File: config.mk
export PLATFORM = sky130hd
export DESIGN_NAME = tracking_fault_persistence_monitor
export DESIGN_NICKNAME = d
export VERILOG_FILES = /design/src/hdl/tfpm_pkg.sv /design/src/hdl/tracking_fault_persistence_monitor.sv
export SDC_FILE = /design/constraint.sdc
export NUM_CORES = 1
export LEC_CHECK = 0
export ABC_AREA = 1
export BUFFER_PORTS_ARGS = -buffer_cell sky130_fd_sc_hd__buf_2
export CORE_ASPECT_RATIO = 2
export CORE_MARGIN = 8
export CORE_UTILIZATION = 61
export DETAILED_ROUTE_END_ITERATION = 6
export GPL_TIMING_DRIVEN = 1
export PLACE_DENSITY_LB_ADDON = 0.05
export SYNTH_ARGS = -nofsm -noshare
export SYNTH_HDL_FRONTEND = slang
export SYNTH_SLANG_ARGS = --single-unit
File: constraint.sdc
create_clock -name clk -period 4.65 [get_ports clk]
set_input_delay 0.93 -clock clk [delete_from_list [all_inputs] [get_ports clk]]
set_output_delay 0.93 -clock clk [all_outputs]
set_load 0.005 [all_outputs]
File: src/hdl/tfpm_pkg.sv
// shared types and constants of the tracking fault persistence monitor
package tfpm_pkg;

  // widths of the fields and registers
  localparam int unsigned LimW   = 15;
  localparam int unsigned TimerW = 16;
  localparam int unsigned DtW    = 10;
  localparam int unsigned ErrW   = 16;
  localparam int unsigned CodeW  = 4;
  localparam int unsigned CfgIdxW  = 3;
  localparam int unsigned CfgDataW = 16;

  // command codes
  typedef enum logic [2:0] {
    CMD_UPDATE    = 3'd0,
    CMD_CLR_VERT  = 3'd1,
    CMD_CLR_LAT   = 3'd2,
    CMD_CLR_SAT   = 3'd3,
    CMD_CLR_ALL   = 3'd4
  } cmd_t;

  // degradation reasons
  typedef enum logic [1:0] {
    DEG_NONE  = 2'd0,
    DEG_VERT  = 2'd1,
    DEG_LAT   = 2'd2,
    DEG_SAT   = 2'd3
  } deg_t;

  // configuration register indexes
  localparam logic [CfgIdxW-1:0] REG_PITCH_LIM  = 3'd0;
  localparam logic [CfgIdxW-1:0] REG_VSPEED_LIM = 3'd1;
  localparam logic [CfgIdxW-1:0] REG_BANK_LIM   = 3'd2;
  localparam logic [CfgIdxW-1:0] REG_TRACK_MS   = 3'd3;
  localparam logic [CfgIdxW-1:0] REG_SAT_MS     = 3'd4;

  // register reset values
  localparam logic [LimW-1:0]   PITCH_LIM_RST  = 15'd51;
  localparam logic [LimW-1:0]   VSPEED_LIM_RST = 15'd2048;
  localparam logic [LimW-1:0]   BANK_LIM_RST   = 15'd102;
  localparam logic [TimerW-1:0] TRACK_MS_RST   = 16'd2000;
  localparam logic [TimerW-1:0] SAT_MS_RST     = 16'd2000;

  localparam logic [TimerW-1:0] TIMER_MAX = '1;

  // input beat
  typedef struct packed {
    logic [2:0]             cmd;
    logic [DtW-1:0]         dt_ms;
    logic                   vert_engaged;
    logic                   lat_engaged;
    logic                   vertical_is_pitch;
    logic signed [ErrW-1:0] vertical_error;
    logic signed [ErrW-1:0] lateral_error;
    logic                   vertical_constrained_in;
    logic                   lateral_constrained_in;
    logic [CodeW-1:0]       constraint_code;
    logic [CodeW-1:0]       protection_code;
    logic                   act_at_limit;
  } in_t;

  // result beat
  typedef struct packed {
    logic             vertical_held;
    logic             lateral_held;
    logic [CodeW-1:0] reason_code;
    logic [1:0]       degradation;
    logic             vert_release;
    logic             lat_release;
    logic             input_rejected;
  } out_t;

endpackage

File: src/hdl/tracking_fault_persistence_monitor.sv
// tracking fault persistence monitor: input stage, timers and result register
//
// Usage
//   in_*  : one beat per observation or command, valid/ready handshake.
//           cmd update gives one result beat; clear commands zero the named
//           timers and give none; unknown command codes are dropped.
//   out_* : result beats, valid/ready handshake, held until taken.
//   cfg_* : register writes (index, data), always ready; write only when the
//           block is idle.
// Timing
//   an update beat passes the input register and then the result register
//   before it appears on out_*; one beat per cycle is sustained while out_ready
//   is high, set by the input register and the single timer update stage after it.
// Reset
//   synchronous active-low rst_n clears the three timers, both valid flags
//   and restores the register defaults.
// Stall
//   while out_ready is low the result register holds; the input register
//   fills and in_ready drops only once both are occupied.
module tracking_fault_persistence_monitor
  import tfpm_pkg::*;
(
  input  logic                clk,
  input  logic                rst_n,
  input  logic                in_valid,
  output logic                in_ready,
  input  in_t                 in_data,
  output logic                out_valid,
  input  logic                out_ready,
  output out_t                out_data,
  input  logic                cfg_valid,
  output logic                cfg_ready,
  input  logic [CfgIdxW-1:0]  cfg_index,
  input  logic [CfgDataW-1:0] cfg_data
);

  // configuration registers
  logic [LimW-1:0]   pitch_lim_r, vspeed_lim_r, bank_lim_r;
  logic [TimerW-1:0] track_ms_r, sat_ms_r;

  // timers
  logic [TimerW-1:0] vtimer_r, ltimer_r, stimer_r;
  logic [TimerW-1:0] vtimer_nxt, ltimer_nxt, stimer_nxt;

  // input stage and result stage
  in_t  s1_r;
  logic s1_valid_r;
  out_t out_r, out_nxt;
  logic out_valid_r;

  logic out_free, s1_gives, s1_adv;

  // intermediate values of the update
  logic [ErrW:0]   vmag, lmag, vlim;
  logic            vcond, lcond, scond, rejected;
  logic [TimerW:0] vsum, lsum, ssum;
  logic [TimerW-1:0] vadv, ladv, sadv;

  assign cfg_ready = 1'b1;

  // handshake: the input stage moves on when its result has room or it gives none
  assign out_free  = !out_valid_r || out_ready;
  assign s1_gives  = s1_r.cmd == CMD_UPDATE;
  assign s1_adv    = s1_valid_r && (!s1_gives || out_free);
  assign in_ready  = !s1_valid_r || s1_adv;
  assign out_valid = out_valid_r;
  assign out_data  = out_r;

  // error magnitudes, most negative value kept exact
  assign vmag = s1_r.vertical_error[ErrW-1]
              ? (ErrW+1)'(-{s1_r.vertical_error[ErrW-1], s1_r.vertical_error})
              : {1'b0, s1_r.vertical_error};
  assign lmag = s1_r.lateral_error[ErrW-1]
              ? (ErrW+1)'(-{s1_r.lateral_error[ErrW-1], s1_r.lateral_error})
              : {1'b0, s1_r.lateral_error};
  assign vlim = s1_r.vertical_is_pitch ? (ErrW+1)'(pitch_lim_r) : (ErrW+1)'(vspeed_lim_r);

  // timer conditions
  assign vcond = s1_r.vert_engaged && ((vmag > vlim) || s1_r.vertical_constrained_in);
  assign lcond = s1_r.lat_engaged
              && ((lmag > (ErrW+1)'(bank_lim_r)) || s1_r.lateral_constrained_in);
  assign scond = s1_r.act_at_limit && (s1_r.vert_engaged || s1_r.lat_engaged);
  assign rejected = s1_r.dt_ms == '0;

  // saturating accumulation
  assign vsum = {1'b0, vtimer_r} + (TimerW+1)'(s1_r.dt_ms);
  assign lsum = {1'b0, ltimer_r} + (TimerW+1)'(s1_r.dt_ms);
  assign ssum = {1'b0, stimer_r} + (TimerW+1)'(s1_r.dt_ms);
  assign vadv = !vcond ? '0 : (vsum[TimerW] ? TIMER_MAX : vsum[TimerW-1:0]);
  assign ladv = !lcond ? '0 : (lsum[TimerW] ? TIMER_MAX : lsum[TimerW-1:0]);
  assign sadv = !scond ? '0 : (ssum[TimerW] ? TIMER_MAX : ssum[TimerW-1:0]);

  // next timer values by command
  always_comb begin
    vtimer_nxt = vtimer_r;
    ltimer_nxt = ltimer_r;
    stimer_nxt = stimer_r;
    unique case (s1_r.cmd)
      CMD_UPDATE: begin
        if (!rejected) begin
          vtimer_nxt = vadv;
          ltimer_nxt = ladv;
          stimer_nxt = sadv;
        end
      end
      CMD_CLR_VERT: vtimer_nxt = '0;
      CMD_CLR_LAT:  ltimer_nxt = '0;
      CMD_CLR_SAT:  stimer_nxt = '0;
      CMD_CLR_ALL: begin
        vtimer_nxt = '0;
        ltimer_nxt = '0;
        stimer_nxt = '0;
      end
      default: ;
    endcase
  end

  // result: priority encoded degradation on the updated timers
  always_comb begin
    out_nxt = '0;
    if (rejected) begin
      out_nxt.input_rejected = 1'b1;
    end else begin
      out_nxt.vertical_held = s1_r.vert_engaged && s1_r.vertical_constrained_in;
      out_nxt.lateral_held  = s1_r.lat_engaged && s1_r.lateral_constrained_in;
      out_nxt.reason_code   = (s1_r.constraint_code != '0) ? s1_r.constraint_code
                                                           : s1_r.protection_code;
      if (vadv >= track_ms_r) begin
        out_nxt.degradation  = DEG_VERT;
        out_nxt.vert_release = 1'b1;
      end else if (ladv >= track_ms_r) begin
        out_nxt.degradation = DEG_LAT;
        out_nxt.lat_release = 1'b1;
      end else if (sadv >= sat_ms_r) begin
        out_nxt.degradation  = DEG_SAT;
        out_nxt.vert_release = s1_r.vert_engaged;
        out_nxt.lat_release  = s1_r.lat_engaged;
      end else begin
        out_nxt.degradation = DEG_NONE;
      end
    end
  end

  // control state
  always_ff @(posedge clk) begin
    if (!rst_n) begin
      s1_valid_r  <= 1'b0;
      out_valid_r <= 1'b0;
      vtimer_r    <= '0;
      ltimer_r    <= '0;
      stimer_r    <= '0;
    end else begin
      if (in_ready) begin
        s1_valid_r <= in_valid;
      end
      if (s1_adv) begin
        vtimer_r <= vtimer_nxt;
        ltimer_r <= ltimer_nxt;
        stimer_r <= stimer_nxt;
      end
      if (s1_adv && s1_gives) begin
        out_valid_r <= 1'b1;
      end else if (out_ready) begin
        out_valid_r <= 1'b0;
      end
    end
  end

  // payload registers
  always_ff @(posedge clk) begin
    if (in_valid && in_ready) begin
      s1_r <= in_data;
    end
    if (s1_adv && s1_gives) begin
      out_r <= out_nxt;
    end
  end

  // configuration writes
  always_ff @(posedge clk) begin
    if (!rst_n) begin
      pitch_lim_r  <= PITCH_LIM_RST;
      vspeed_lim_r <= VSPEED_LIM_RST;
      bank_lim_r   <= BANK_LIM_RST;
      track_ms_r   <= TRACK_MS_RST;
      sat_ms_r     <= SAT_MS_RST;
    end else if (cfg_valid && cfg_ready) begin
      unique case (cfg_index)
        REG_PITCH_LIM:  pitch_lim_r  <= cfg_data[LimW-1:0];
        REG_VSPEED_LIM: vspeed_lim_r <= cfg_data[LimW-1:0];
        REG_BANK_LIM:   bank_lim_r   <= cfg_data[LimW-1:0];
        REG_TRACK_MS:   track_ms_r   <= cfg_data[TimerW-1:0];
        REG_SAT_MS:     sat_ms_r     <= cfg_data[TimerW-1:0];
        default: ;
      endcase
    end
  end

endmodule

==> results.ini, run 1 <==
[outcome]
outcome = finished clean

[floorplan]
rows = 73
coreArea_sq_um = 19700
io_pins = 97
die_area_sq_um = 25000
fp.dieH_um = 216
initial_core_util = 0.618
dieWidth_um = 116

[yosys]
synth_top_area_frac = 0.208
syn-num-nets = 1749
yosys.area_share.xor_xnor = 0.0352
ys.flop_type = dfxtp_1
yosys_warnings = 0
async_flop_share = 0
synth_top_area_cell = dfxtp_1
ys_top_cells_by_area = dfxtp_1, edfxtp_1, ha_1, nand2_1, a21oi_1
synthCells = 1553
synth_edf_count = 70
synth_cell_types = 46
synth_seq_cells = 197
yosysSeqAreaShare = 0.381
syn-cell-area_sq_um = 12200
synth-simple-area-share = 0.224
synth_top_family_by_area = simple AND/OR/NAND/NOR gates
synth-compound-area-share = 0.149
muxShareOfSynthArea = 0.0115
synth_fa_ha_area_frac = 0.118
syn_area_per_cell_sq_um = 7.85

[pwr]
total_power_mw = 3.82
sequentialPowerShare = 0.496
ir_worst_vdd_v = 0.000297
combinationalPowerShare = 0.145
p_leak_nw = 6.08
p_int_mw = 2.76
power.density_nw_per_um2 = 285
switching_share = 0.277
clockPowerShare = 0.360
p_switching_mw = 1.06

[global_routing]
gr-total-overflow = 0
grt_pass1_vias = 10400
grt_pass1_wl_um = 49900
grt_antenna_before_repair = 0
grtUsageTotal = 0.256
grt_max_degree = 71

[clock_network]
cts_buffers = 17
cts_tree = yes
root_buffer = clkbuf_16
htree_levels = 4
insertion_delay_ns = 0.46
cts_buffer_depth = 2
clk_transition_reported_paths_ns = 0.07
clock-sinks = 197

[worst_setup_path]
timing_worst_setup_path_type = reg -> reg
crit_path_start_kind = flip-flop
end_kind = flip-flop
worst-path-max-fanout = 18
cpMaxStageDelayCell = edfxtp_1
max_stage_delay_ns = 0.40
crit_arrival_ns = 4.47
reg2reg_slack_ns = 0.38
required_ns = 4.85

[layout]
layout-drive-gt1-share = 0.140
fin_util = 0.680
antenna_cells = 0
multi_input_area_sq_um = 6600
fillCellCount = 1785
stdcell_count = 1906
area_delta_synth_final_pct = 9.99
nNetsFinal = 1827
post-route-cell-area_sq_um = 13400
regArea_sq_um = 4640

[route]
wl_met1_um = 11500
drt_wl_total_um = 30900
routed_via_density = 5.55
first_iter_violations = 556
dr.pass1.iters = 5
ant_nets = 0
vias = 10600
topRoutingLayerUsed = met4
wl_met3_um = 1080
wl_per_cell_um = 16.2
dr_wl_met2_um = 16100
drc = 0

[placement]
dp_hpwl_um = 24000
dp_slack_ns = 0.0948
place_area_sq_um = 12800
port_buffers = 95
place_congestion = 0.932
numPlacedInstances = 1872

[min_path]
hp-class = reg -> reg

[timing]
fin_crit_sh = 0.918
period_needed_ns = 4.27
setup_viol = 0
setup-tns-final_ns = 0
finClkSkew_ns = 0.00926
slew_headroom = 0.340
whs_ns = 0.464
final_max_slew_viol_count = 0
tightest_slew_ns = 0.987
hold_viol = 0
setup_ws_ns = 0.380
fmax_mhz = 234

[job]
drv_cap = 0

## registers in the layout, indices dropped and copies added (netlist names)
signal / flops
vtimer_r: 16
out_data: 11
stimer_r: 16
pitch_lim_r: 15
out_valid: 1
s1_valid_r: 1
vspeed_lim_r: 15
track_ms_r: 16
ltimer_r: 16
s1_r: 59
sat_ms_r: 16
bank_lim_r: 15
## placed cells by master, fill, tap and decap left out, types with 11 or more instances in the layout
master | netlist | layout
nor3_2 | 5 | 11
nand2_2 | 10 | 11
nand3_2 | 20 | 21
dfxtp_1 | 127 | 127
ha_1 | 110 | 110
nand4_1 | 14 | 14
mux2i_1 | 14 | 14
clkbuf_16 | 0 | 17
xnor2_1 | 14 | 14
nor2_1 | 143 | 143
o211ai_1 | 14 | 14
a21oi_2 | 17 | 18
inv_2 | 13 | 14
inv_1 | 176 | 173
nand2_1 | 288 | 287
xor2_1 | 35 | 35
nand3_1 | 93 | 92
edfxtp_1 | 70 | 70
a21oi_1 | 167 | 166
buf_2 | 8 | 95
buf_4 | 5 | 12
o21ai_0 | 94 | 92
nor3_1 | 17 | 11
## power by group through the flow
stage / clock [mW] / combinational, mW / sequential, mW
6_report: 1.37 / 0.553 / 1.89
3_3_place_gp: 0 / 0.526 / 1.93
2_1_floorplan: 0 / 0.399 / 1.91
3_5_place_dp: 0 / 0.539 / 1.93
4_1_cts: 1.40 / 0.543 / 1.89
5_1_grt: 1.45 / 0.625 / 1.90
## critical path: cells and delay by family (launching register included)
family / cells / cell delay (ns)
AND/OR/NAND/NOR: 19 / 2.10
XOR/XNOR: 1 / 0.15
adder cells (fa/ha/maj): 3 / 0.70
AO/OA/AOI/OAI: 2 / 0.17
flip-flops: 1 / 0.40
buffers and inverters: 5 / 0.46
## cells in the mapped netlist, types with 2 or more instances
| cell type | instances |
|---|---|
| nand2_1 | 288 |
| inv_1 | 176 |
| a21oi_1 | 167 |
| nor2_1 | 143 |
| dfxtp_1 | 127 |
| ha_1 | 110 |
| o21ai_0 | 94 |
| nand3_1 | 93 |
| edfxtp_1 | 70 |
| xor2_1 | 35 |
| clkbuf_1 | 27 |
| nand3_2 | 20 |
| a21oi_2 | 17 |
| nor3_1 | 17 |
| mux2i_1 | 14 |
| nand4_1 | 14 |
| o211ai_1 | 14 |
| xnor2_1 | 14 |
| inv_2 | 13 |
| a31oi_1 | 10 |
| nand2_2 | 10 |
| o21ai_1 | 9 |
| buf_2 | 8 |
| buf_6 | 8 |
| a21o_1 | 5 |
| buf_4 | 5 |
| nor3_2 | 5 |
| nand2b_1 | 4 |
| nor2_4 | 4 |
| and2_1 | 3 |
| fa_1 | 3 |
| nor2_2 | 3 |
| o21bai_1 | 3 |
| o31ai_1 | 3 |
| clkinv_1 | 2 |
| nand2_4 | 2 |
| nor4_1 | 2 |
| o21ai_2 | 2 |
| or2_2 | 2 |
## metal layers
| layer | GRT usage | up-vias |
|---|---|---|
| met5 | 0 | - |
| met1 | 0.252 | 4891 |
| met2 | 0.457 | 246 |
| met3 | 0.0420 | 96 |
| met4 | 0.195 | 0 |
| li1 | - | 5342 |
## cells by family (layout without fill, tap and decap cells)
group / after synthesis / after routing
xor+xnor: 49 / 49
flops: 197 / 197
fa+ha+maj: 113 / 113
simple gates: 611 / 611
buf+inv: 240 / 331
mux: 14 / 14
compound gates: 328 / 328
other cells: 1 / 1
## what timing repair did
action                     in CTS  in global routing
setup buffers                   0                  2
hold buffers                    0                  0
setup endpoints to repair       0                  4
gates resized for setup         0                 21
## final timing paths
kind / start / endpoint / cells past startpoint
hold reg to reg: sat_ms_r[12]$_SDFFE_PN0P_ / sat_ms_r[12]$_SDFFE_PN0P_ / 2
setup / recovery: s1_r[12]$_DFFE_PP_ / out_data[2]$_SDFFCE_PP0P_ / 30
setup reg to reg: s1_r[12]$_DFFE_PP_ / out_data[2]$_SDFFCE_PP0P_ / 30
hold / removal: sat_ms_r[12]$_SDFFE_PN0P_ / sat_ms_r[12]$_SDFFE_PN0P_ / 2
## layout make-up
cell class / count / share of cell area
Timing Repair Buffer: 108 / 0.0430
Tap cell: 262 / 0.0244
Clock buffer: 22 / 0.0346
Multi-Input combinational cell: 1116 / 0.492
Inverter: 191 / 0.0544
Clock inverter: 10 / 0.00569
Sequential cell: 197 / 0.346
No activity file was read; power rests on OpenSTA's default activity.
==> inputs of run 2 (changes only) <==
--- a/config.mk
+++ b/config.mk
@@ -12,7 +12,9 @@
 export CORE_UTILIZATION = 61
 export DETAILED_ROUTE_END_ITERATION = 6
 export GPL_TIMING_DRIVEN = 1
-export PLACE_DENSITY_LB_ADDON = 0.05
+export PLACE_DENSITY_LB_ADDON = 0.15
+export RECOVER_POWER = 100
+export SLEW_MARGIN = 10
 export SYNTH_ARGS = -nofsm -noshare
 export SYNTH_HDL_FRONTEND = slang
 export SYNTH_SLANG_ARGS = --single-unit
==> results.ini, run 2 (same netlist as run 1, synthesis figures left out) <==
[floorplan]
die_area_sq_um = 25000
coreArea_sq_um = 19700
fp.dieH_um = 216
initial_core_util = 0.618
rows = 73
io_pins = 97
dieWidth_um = 116

[timing]
tightest_slew_ns = 1.77
setup-tns-final_ns = 0
fin_crit_sh = 0.908
slew_headroom = -0.179
period_needed_ns = 4.22
rsz0062_at_grt = no
finClkSkew_ns = 0.0120
setup_viol = 0
final_max_slew_viol_count = 111
fmax_mhz = 237
hold_viol = 0

[clock_network]
clock-sinks = 197
cts_buffers = 17
root_buffer = clkbuf_16
clk_transition_reported_paths_ns = 0.07
insertion_delay_ns = 0.46
postCtsHoldBufs = 0
cts_buffer_depth = 2
cts_tree = yes
htree_levels = 4

[pwr]
p_int_mw = 2.85
p_leak_nw = 6.05
clockPowerShare = 0.381
switching_share = 0.279
combinationalPowerShare = 0.138
total_power_mw = 3.95
sequentialPowerShare = 0.480
p_switching_mw = 1.10
power.density_nw_per_um2 = 296
ir_worst_vdd_v = 0.000320

[global_routing]
grt_pass1_vias = 10600
grt_max_degree = 72
gr-total-overflow = 0
grt_antenna_before_repair = 1
grt_pass1_wl_um = 50300
grtUsageTotal = 0.259

[layout]
final_common_cell = nand2_1
multi_input_area_sq_um = 6530
regMostFlops = s1_r
nNetsFinal = 1826
largest_reg_flops = 59
regArea_sq_um = 4640
layout-drive-gt1-share = 0.120
layout_common_cells = nand2_1, a21oi_1, inv_1, nor2_1, dfxtp_1
area_delta_synth_final_pct = 9.53
fillCellCount = 1784

[placement]
port_buffers = 95
dp_hpwl_um = 24300
place_congestion = 0.920

[route]
drt_wl_total_um = 31500
wl_per_cell_um = 16.5
dr.pass1.iters = 5
routed_via_density = 5.59
ant_nets = 0
vias = 10600
first_iter_violations = 556
drc = 0

[worst_setup_path]
cpMaxStageDelayCell = edfxtp_1
max_stage_delay_ns = 0.42
end_kind = flip-flop
rr_worst_depth = 31
timing_worst_setup_path_type = reg -> reg
required_ns = 4.86
crit_path_start_kind = flip-flop
reg2reg_slack_ns = 0.43
reg2reg_from = s1_r[27]$_DFFE_PP_
crit_arrival_ns = 4.43
cpMostUsedCell = nand2_1
worst-path-max-fanout = 15
r2r_end = out_data[1]$_SDFFCE_PP0P_

[min_path]
min_from = vspeed_lim_r[0]$_SDFFE_PN0P_
hp-class = reg -> reg
whs_endpoint = vspeed_lim_r[0]$_SDFFE_PN0P_
hold_depth = 2

[outcome]
outcome = complete, but fails checks
violations = capacitance limit, slew limit

[job]
drv_cap = 3

run 2: changes by cell type in the layout (fill, tap and decap cells not counted), moves of 3 or more:
| cell | delta |
|---|---|
| nor2_2 | +3 |
| o21ai_1 | +3 |
| clkbuf_1 | +13 |
| a21oi_1 | +12 |
| buf_4 | -7 |
| inv_2 | -3 |
| buf_2 | -12 |
| a21oi_2 | -12 |
run 2: how the worst max path moves through the flow:
stage,from,endpoint,cells past startpoint,slack (ns)
6_report,s1_r[27]$_DFFE_PP_,out_data[1]$_SDFFCE_PP0P_,31,0.43
5_1_grt,s1_r[27]$_DFFE_PP_,out_data[1]$_SDFFCE_PP0P_,30,0.008
4_1_cts,s1_r[12]$_DFFE_PP_,out_data[2]$_SDFFCE_PP0P_,32,0.11
3_5_place_dp,s1_r[27]$_DFFE_PP_,out_data[1]$_SDFFCE_PP0P_,31,0.17
3_3_place_gp,s1_r[12]$_DFFE_PP_,out_data[2]$_SDFFCE_PP0P_,32,0.24
2_1_floorplan,s1_r[12]$_DFFE_PP_,out_data[2]$_SDFFCE_PP0P_,33,0.65
run 2: worst max-delay path, delay by kind of cell (launching register included):
kind,cells,cell delay (ns)
flops,1,0.42
buf+inv,5,0.42
fa+ha+maj,3,0.80
simple gates,19,2.04
xor+xnor,1,0.09
compound gates,3,0.23
run 2: metal layers:
metal / vias to the layer above / part of all wire / global-route usage
li1: 5356 / - / -
met1: 4926 / 0.36 / 0.249
met2: 246 / 0.52 / 0.468
met3: 118 / 0.036 / 0.0442
met4: 0 / 0.077 / 0.202
met5: - / 0 / 0
run 2: area by class of cell:
type	instances	area share
clock inverter	15	0.0128
multi-input combinational	1116	0.488
sequential	197	0.348
antenna	1	0.000187
tap	262	0.0245
timing repair buffer	106	0.0396
clock buffer	17	0.0318
inverter	191	0.0544
timing repair inverter	1	0.000468
run 2: power groups by stage:
stage / Sequential, mW / Combinational, mW / Clock [mW]
detailed placement: 1.93 / 0.539 / 0
floorplan: 1.91 / 0.399 / 0
CTS: 1.89 / 0.543 / 1.53
global route: 1.90 / 0.620 / 1.58
global placement: 1.93 / 0.526 / 0
finish: 1.90 / 0.547 / 1.51
run 2: timing repair:
item | CTS | global route
setup endpoints to repair | 0 | 4
gates resized for setup | 0 | 27
buffers inserted | 0 | 0
run 2: stage by stage:
stage	area [sq um]	setup slack (ns)	utilization	std cells	hold slack (ns)
detailed placement	12800	0.169	0.649	1872	0.447
global route	13400	0.00840	0.677	1906	0.484
CTS	13400	0.114	0.679	1904	0.458
global placement	12800	0.236	0.649	1872	0.437
finish	13400	0.430	0.677	1906	0.458
floorplan	12200	0.653	-	1553	0.424
